File: src/sv/tti_pkg.sv
// Constants, voltage ROM and helper functions for the thermistor table interpolator.
package tti_pkg;

   localparam int TABLE_POINTS = 33;
   localparam int ROM_POINTS   = 33;
   localparam int POINTS_USED  = (TABLE_POINTS > ROM_POINTS) ? ROM_POINTS :
                                 ((TABLE_POINTS < 2) ? 2 : TABLE_POINTS);
   localparam int LAST_POINT   = POINTS_USED - 1;

   localparam int IDX_W   = $clog2(ROM_POINTS);
   localparam int VOLT_W  = 13;
   localparam int ALU_W   = VOLT_W + 1;
   localparam int TEMP_W  = 12;
   localparam int WHOLE_W = 8;

   // Widest interval is 70 mV, so 80 * num stays below 2**13.
   localparam int DIV_W   = 13;
   localparam int CNT_W   = $clog2(DIV_W + 1);

   localparam int FIRST_TEMP = -40;
   localparam int TEMP_STEP  = 5;

   localparam logic [VOLT_W-2:0] VOLT_ROM [ROM_POINTS] = '{
      12'd2440, 12'd2420, 12'd2400, 12'd2380, 12'd2350, 12'd2320, 12'd2270,
      12'd2230, 12'd2170, 12'd2110, 12'd2050, 12'd1990, 12'd1920, 12'd1860,
      12'd1800, 12'd1740, 12'd1680, 12'd1630, 12'd1590, 12'd1550, 12'd1510,
      12'd1480, 12'd1450, 12'd1430, 12'd1400, 12'd1380, 12'd1370, 12'd1350,
      12'd1340, 12'd1330, 12'd1320, 12'd1310, 12'd1300
   };

   typedef logic [IDX_W-1:0] idx_type;

   // Table voltage at a point, zero-extended to the ALU width.
   function automatic logic signed [ALU_W-1:0] volt_at(input idx_type idx);
      logic signed [ALU_W-1:0] val;
      val = '0;
      if (int'(idx) < ROM_POINTS) begin
         val = signed'({2'b00, VOLT_ROM[int'(idx)]});
      end
      return val;
   endfunction

   // Table temperature at a point in whole degrees.
   function automatic logic signed [WHOLE_W-1:0] temp_at(input idx_type idx);
      int t;
      t = FIRST_TEMP + TEMP_STEP * int'(idx);
      return WHOLE_W'(t);
   endfunction

endpackage

File: src/sv/thermistor_table_interpolator.sv
// Sequence: an input at or above the first point is clamped by the high check, one at or
// below the last point by the low check that follows; an input inside an interval then runs
// the linear interval search plus a 13-step restoring divide, all on one shared subtractor.
// Throughput: one item at a time; the next item is accepted the cycle after the result is
// registered, even while that result is still stalled.
// Reset: synchronous, active high; clears the sequencer and the result valid only.
module thermistor_table_interpolator (
   input  logic                                    clock,
   input  logic                                    reset,
   input  logic                                    req_valid,
   output logic                                    req_stall,
   input  logic signed [tti_pkg::VOLT_W-1:0]       req_voltage_mv,
   output logic                                    rsp_valid,
   input  logic                                    rsp_stall,
   output logic signed [tti_pkg::TEMP_W-1:0]       rsp_temp_sixteenths,
   output logic signed [tti_pkg::WHOLE_W-1:0]      rsp_whole_degrees,
   output logic                                    rsp_clamped
);

   localparam logic [2:0] ST_IDLE   = 3'd0;
   localparam logic [2:0] ST_CHK_HI = 3'd1;
   localparam logic [2:0] ST_CHK_LO = 3'd2;
   localparam logic [2:0] ST_SEARCH = 3'd3;
   localparam logic [2:0] ST_NUM    = 3'd4;
   localparam logic [2:0] ST_DEN    = 3'd5;
   localparam logic [2:0] ST_DIV    = 3'd6;
   localparam logic [2:0] ST_DONE   = 3'd7;

   localparam tti_pkg::idx_type LAST_IDX = tti_pkg::IDX_W'(tti_pkg::LAST_POINT);
   localparam logic [tti_pkg::CNT_W-1:0] LAST_STEP = tti_pkg::CNT_W'(tti_pkg::DIV_W - 1);

   logic [2:0]                              state_ff, state_in;
   logic signed [tti_pkg::VOLT_W-1:0]       volt_ff, volt_in;
   tti_pkg::idx_type                        idx_ff, idx_in;
   logic [tti_pkg::DIV_W-1:0]               num_ff, num_in;
   logic [tti_pkg::DIV_W-1:0]               den_ff, den_in;
   logic [tti_pkg::DIV_W-1:0]               rem_ff, rem_in;
   logic [tti_pkg::DIV_W-1:0]               quo_ff, quo_in;
   logic [tti_pkg::CNT_W-1:0]               cnt_ff, cnt_in;
   logic                                    clamp_ff, clamp_in;
   logic                                    rsp_valid_ff, rsp_valid_in;
   logic signed [tti_pkg::TEMP_W-1:0]       rsp_temp_ff, rsp_temp_in;
   logic signed [tti_pkg::WHOLE_W-1:0]      rsp_whole_ff, rsp_whole_in;
   logic                                    rsp_clamp_ff, rsp_clamp_in;

   // Shared subtractor
   logic signed [tti_pkg::ALU_W-1:0] alu_a, alu_b, alu_diff;
   logic                             alu_neg;

   logic                               req_take, rsp_free;
   logic [tti_pkg::DIV_W-1:0]          num_x80;
   logic signed [tti_pkg::WHOLE_W-1:0] base_temp;
   logic                               round_up;

   assign req_take = req_valid && !req_stall;
   assign rsp_free = !rsp_valid_ff || !rsp_stall;
   assign req_stall = (state_ff != ST_IDLE);

   assign alu_diff = alu_a - alu_b;
   assign alu_neg  = alu_diff[tti_pkg::ALU_W-1];

   assign num_x80   = (num_ff << 6) + (num_ff << 4);
   assign base_temp = tti_pkg::temp_at(idx_ff);
   // Truncation toward zero rounds a negative inexact value up.
   assign round_up  = base_temp[tti_pkg::WHOLE_W-1] && ((rem_ff != '0) || (quo_ff[3:0] != '0));

   always_comb begin
      alu_a = signed'(tti_pkg::ALU_W'(volt_ff));
      alu_b = tti_pkg::volt_at('0);
      unique case (state_ff)
         ST_CHK_LO: begin
            alu_a = tti_pkg::volt_at(LAST_IDX);
            alu_b = signed'(tti_pkg::ALU_W'(volt_ff));
         end
         ST_SEARCH: begin
            alu_b = tti_pkg::volt_at(idx_ff + 1'b1);
         end
         ST_NUM: begin
            alu_a = tti_pkg::volt_at(idx_ff);
            alu_b = signed'(tti_pkg::ALU_W'(volt_ff));
         end
         ST_DEN: begin
            alu_a = tti_pkg::volt_at(idx_ff);
            alu_b = tti_pkg::volt_at(idx_ff + 1'b1);
         end
         ST_DIV: begin
            alu_a = signed'({1'b0, rem_ff[tti_pkg::DIV_W-2:0], quo_ff[tti_pkg::DIV_W-1]});
            alu_b = signed'({1'b0, den_ff});
         end
         default: begin
         end
      endcase
   end

   always_comb begin
      state_in     = state_ff;
      volt_in      = volt_ff;
      idx_in       = idx_ff;
      num_in       = num_ff;
      den_in       = den_ff;
      rem_in       = rem_ff;
      quo_in       = quo_ff;
      cnt_in       = cnt_ff;
      clamp_in     = clamp_ff;
      rsp_valid_in = rsp_valid_ff && rsp_stall;
      rsp_temp_in  = rsp_temp_ff;
      rsp_whole_in = rsp_whole_ff;
      rsp_clamp_in = rsp_clamp_ff;
      unique case (state_ff)
         ST_IDLE: begin
            if (req_take) begin
               volt_in  = req_voltage_mv;
               idx_in   = '0;
               rem_in   = '0;
               quo_in   = '0;
               clamp_in = 1'b0;
               state_in = ST_CHK_HI;
            end
         end
         ST_CHK_HI: begin
            if (!alu_neg) begin
               clamp_in = 1'b1;
               state_in = ST_DONE;
            end else begin
               state_in = ST_CHK_LO;
            end
         end
         ST_CHK_LO: begin
            if (!alu_neg) begin
               idx_in   = LAST_IDX;
               clamp_in = 1'b1;
               state_in = ST_DONE;
            end else begin
               state_in = ST_SEARCH;
            end
         end
         ST_SEARCH: begin
            // Earlier points were all above the input, so the first one at or
            // under it closes the interval.
            if (!alu_neg) begin
               state_in = ST_NUM;
            end else begin
               idx_in = idx_ff + 1'b1;
            end
         end
         ST_NUM: begin
            num_in   = alu_diff[tti_pkg::DIV_W-1:0];
            state_in = ST_DEN;
         end
         ST_DEN: begin
            den_in   = alu_diff[tti_pkg::DIV_W-1:0];
            quo_in   = num_x80;
            rem_in   = '0;
            cnt_in   = '0;
            state_in = ST_DIV;
         end
         ST_DIV: begin
            if (!alu_neg) begin
               rem_in = alu_diff[tti_pkg::DIV_W-1:0];
            end else begin
               rem_in = {rem_ff[tti_pkg::DIV_W-2:0], quo_ff[tti_pkg::DIV_W-1]};
            end
            quo_in = {quo_ff[tti_pkg::DIV_W-2:0], !alu_neg};
            cnt_in = cnt_ff + 1'b1;
            if (cnt_ff == LAST_STEP) begin
               state_in = ST_DONE;
            end
         end
         ST_DONE: begin
            // Hold until the output register is free.
            if (rsp_free) begin
               rsp_valid_in = 1'b1;
               rsp_temp_in  = signed'({base_temp, 4'b0000})
                            + signed'({5'b00000, quo_ff[6:0]});
               rsp_whole_in = base_temp + signed'({5'b00000, quo_ff[6:4]})
                            + signed'({7'b0000000, round_up});
               rsp_clamp_in = clamp_ff;
               state_in     = ST_IDLE;
            end
         end
         default: begin
            state_in = ST_IDLE;
         end
      endcase
   end

   always_ff @(posedge clock) begin
      if (reset) begin
         state_ff     <= ST_IDLE;
         rsp_valid_ff <= 1'b0;
      end else begin
         state_ff     <= state_in;
         rsp_valid_ff <= rsp_valid_in;
      end
      volt_ff      <= volt_in;
      idx_ff       <= idx_in;
      num_ff       <= num_in;
      den_ff       <= den_in;
      rem_ff       <= rem_in;
      quo_ff       <= quo_in;
      cnt_ff       <= cnt_in;
      clamp_ff     <= clamp_in;
      rsp_temp_ff  <= rsp_temp_in;
      rsp_whole_ff <= rsp_whole_in;
      rsp_clamp_ff <= rsp_clamp_in;
   end

   assign rsp_valid           = rsp_valid_ff;
   assign rsp_temp_sixteenths = rsp_temp_ff;
   assign rsp_whole_degrees   = rsp_whole_ff;
   assign rsp_clamped         = rsp_clamp_ff;

   a_take_starts_check: assert property (@(posedge clock) disable iff (reset)
      req_take |=> state_ff == ST_CHK_HI)
      else $error("accepted item did not start the range check");

   a_search_in_table: assert property (@(posedge clock) disable iff (reset)
      state_ff == ST_SEARCH |-> idx_ff < LAST_IDX)
      else $error("interval search ran past the last point");

   a_div_count: assert property (@(posedge clock) disable iff (reset)
      state_ff == ST_DIV |-> cnt_ff <= LAST_STEP)
      else $error("divide ran too many steps");

   a_clamp_exact: assert property (@(posedge clock) disable iff (reset)
      rsp_valid_ff && rsp_clamp_ff |-> rsp_temp_ff == signed'({rsp_whole_ff, 4'b0000}))
      else $error("clamped result is not a whole table temperature");

   a_temp_range: assert property (@(posedge clock) disable iff (reset)
      rsp_valid_ff |-> rsp_temp_ff >= -12'sd640 && rsp_temp_ff <= 12'sd1920)
      else $error("temperature outside table range");

endmodule

File: config.mk
export PLATFORM = sky130hd
export DESIGN_NAME = thermistor_table_interpolator
export DESIGN_NICKNAME = d
export VERILOG_FILES = /design/src/sv/tti_pkg.sv /design/src/sv/thermistor_table_interpolator.sv
export SDC_FILE = /design/constraint.sdc
export NUM_CORES = 1
export LEC_CHECK = 0
export ABC_CLOCK_PERIOD_IN_PS = 7800
export BUFFER_PORTS_ARGS = -buffer_cell sky130_fd_sc_hd__buf_2
export CAP_MARGIN = 40
export CELL_PAD_IN_SITES_DETAIL_PLACEMENT = 1
export CELL_PAD_IN_SITES_GLOBAL_PLACEMENT = 2
export CORE_ASPECT_RATIO = 1.4
export CORE_MARGIN = 8
export CORE_UTILIZATION = 43
export DETAILED_ROUTE_END_ITERATION = 7
export PLACE_DENSITY_LB_ADDON = 0.08
export SETUP_SLACK_MARGIN = 0.4
export SLEW_MARGIN = 5
export SYNTH_ARGS = -nofsm -noshare
export SYNTH_HDL_FRONTEND = slang
export SYNTH_SLANG_ARGS = --single-unit
export TNS_END_PERCENT = 1
File: constraint.sdc
create_clock -name clock -period 7.8 [get_ports clock]
set_clock_uncertainty 0.15 [all_clocks]
set_input_delay 1.17 -clock clock [delete_from_list [all_inputs] [get_ports clock]]
set_output_delay 1.17 -clock clock [all_outputs]
set_load 0.01 [all_outputs]
==> impl_metrics.toml <==
[outcome]
status = "finished clean"

[global_routing]
antenna_found_initial = 0
grt_use_total = 0.208
grt_pass1_vias = 5652
grt_busiest_layer = "met2"
grt_use_met2 = 0.382
use_met1 = 0.241
met3_usage = 0.0267
grt_max_degree = 35
grt_pass1_wl_mm = 31.6
grt.overflow.total = 0

[clocking]
htree_levels = 3
cts.clk_slew.worst_paths_ps = 80
ctsHoldBuffers = 0
cts.path.max_buffers = 2
cts_root_buf = "clkbuf_16"
clock-sinks = 97
post_cts_buffers = 0
clk_latency_ps = 350
cts_tree = "built"
cts_buffers = 9
cts_resized = 0

[finish]
postLayoutCoreUtil = 0.484
final_cells = 882
num_antenna_cells = 0
final_nets = 761
layout_commonest_cell = "edfxtp_1"
finalInstanceArea_um2 = 7260
final_cell_mix = "edfxtp_1, nand2_1, nor2_1, o21ai_0, ha_1"
drive_gt1_frac = 0.125
area_growth_pct = 10.3

[route]
wire_per_inst_um = 22.7
drtPass1Iterations = 6
drt_wl_total_mm = 20.0
ant_nets = 0
drtIter0Drc = 449
routed_via_density = 6.05
num_vias = 5336
drcViolationCount = 0

[synth]
synth_seq_area_share = 0.437
synth_cells = 656
ys.flop_type = "edfxtp_1"
synth-warning-count = 0
synth_area_per_cell_um2 = 10.0
yosysUniqueCellTypes = 59
async_reset_ff_frac = 0
syn_area_um2 = 6580
synth-edff-count = 93
synth_nets = 732
ys_ff_latch = 97

[die]
dieArea_um2 = 19600
die_h_um = 162
rows = 53
fp.dieW_um = 121
core-area_um2 = 15000
io_pins = 40
start_util = 0.439

[place]
placed_cells_incl_taps = 866
gp_congestion = 0.877
post_dp_cell_area_um2 = 6970
hpwl_mm = 15.0
portBuffers = 39

[sta]
tightest_slew_ps = 866
slew_viol_final = 0
period_share = 0.744
fmax_mhz = 172
hold_viol = 0
period_needed_ps = 5800
slew_headroom = 0.417
rsz0062_at_grt = "no"
final.setup.tns_ps = 0
setup_viol = 0

[worst_setup_path]
crit_arrival_ps = 5720
cp.required_ps = 7710
r2r_slack_ps = 2000
end_kind = "flip-flop"
start_kind = "flip-flop"
critPathMaxFanout = 29
worst-setup-path-type = "flip-flop to flip-flop"

[worst_hold_path]
hp-class = "flip-flop to flip-flop"

[run]
drv_cap = 0
routing by layer:
layer / routed length (um) / share of wire
met4: 493 / 0.025
met2: 10600 / 0.53
met3: 610 / 0.031
met1: 8280 / 0.41
met5: 0 / 0
path summary, 6_finish.rpt:
path                       start                    end  cells after the start
max          idx_ff[0]$_DFFE_PP_    idx_ff[2]$_DFFE_PP_                     18
max reg2reg  idx_ff[0]$_DFFE_PP_    idx_ff[2]$_DFFE_PP_                     18
min reg2reg   clamp_ff$_DFFE_PP_  rsp_clamped$_DFFE_PP_                      0
min           clamp_ff$_DFFE_PP_  rsp_clamped$_DFFE_PP_                      0
worst max-delay path: stages, from the launching register on:
cell	delay, ps
edfxtp_1	920
ha_1	340
inv_1	60
ha_1	700
inv_1	320
o311ai_0	180
o21ai_0	170
a222oi_1	470
ha_1	330
nor2b_1	120
o21ai_0	290
o21ai_2	160
a21oi_4	200
a21oi_1	140
xnor2_2	200
buf_4	320
nand2_1	90
o41ai_1	100
buf_4	240
logic make-up after synthesis:
kind of cell	count (synthesis)	synth area share
xor+xnor	40	0.0533
flops	97	0.437
simple gates	190	0.132
fa+ha+maj	59	0.121
mux	11	0.0234
buf+inv	63	0.0411
compound gates	196	0.192
per-stage QoR:
| stage | worst slack, ps | hold slack [ps] |
|---|---|---|
| after floorplan | 2760 | 250 |
| after global placement | 2030 | 301 |
| after global routing | 1560 | 331 |
| after CTS | 2040 | 321 |
| final | 2000 | 310 |
| after detailed placement | 2050 | 302 |
state kept, by name, summed over array words and instances (netlist names), 3 cells and up:
signal and flops:
rem_ff 13, num_ff 9, state_ff 3, rsp_temp_sixteenths 12, volt_ff 13, idx_ff 6
den_ff 13, cnt_ff 4, rsp_whole_degrees 8, quo_ff 13
Yosys cell counts (3+ instances only):
cell type | number | area (um2)
a222oi_1 | 7 | 70.1
mux2i_1 | 6 | 60.1
nor4_1 | 6 | 37.5
dfxtp_1 | 4 | 80.1
o311ai_0 | 4 | 35.0
xnor2_1 | 27 | 236
a21o_1 | 15 | 113
a22oi_1 | 3 | 22.5
clkbuf_1 | 22 | 82.6
nor2b_1 | 5 | 31.3
nor2_1 | 58 | 218
ha_1 | 51 | 638
o211ai_1 | 11 | 82.6
mux4_2 | 3 | 67.6
inv_1 | 27 | 101
nor3_1 | 5 | 25.0
o22ai_1 | 3 | 18.8
buf_2 | 6 | 30.0
edfxtp_1 | 93 | 2790
nand3_1 | 18 | 90.1
fa_1 | 8 | 160
a21oi_1 | 46 | 230
nand2_1 | 69 | 259
o21ai_0 | 57 | 285
and2_1 | 4 | 25.0
xor2_1 | 13 | 114
a221oi_1 | 5 | 43.8
a31oi_1 | 15 | 93.8
and3_1 | 7 | 43.8
nand2b_1 | 7 | 43.8
a22o_1 | 4 | 35.0
buf_4 | 3 | 22.5
a211oi_1 | 5 | 37.5
or3_1 | 3 | 18.8
final cells by class:
| type | instances | area, um2 |
|---|---|---|
| clock buffers | 9 | 225 |
| flip-flops and latches | 97 | 2870 |
| inverters | 30 | 113 |
| fillers | 1728 | 7730 |
| clock inverters | 7 | 62.6 |
| multi-input cells | 496 | 3450 |
| repair buffers | 51 | 297 |
| well taps | 192 | 240 |
Power is left out: the tool's default activity adds up to more than one toggle a clock period on the data nets, which glitch-free logic cannot reach.
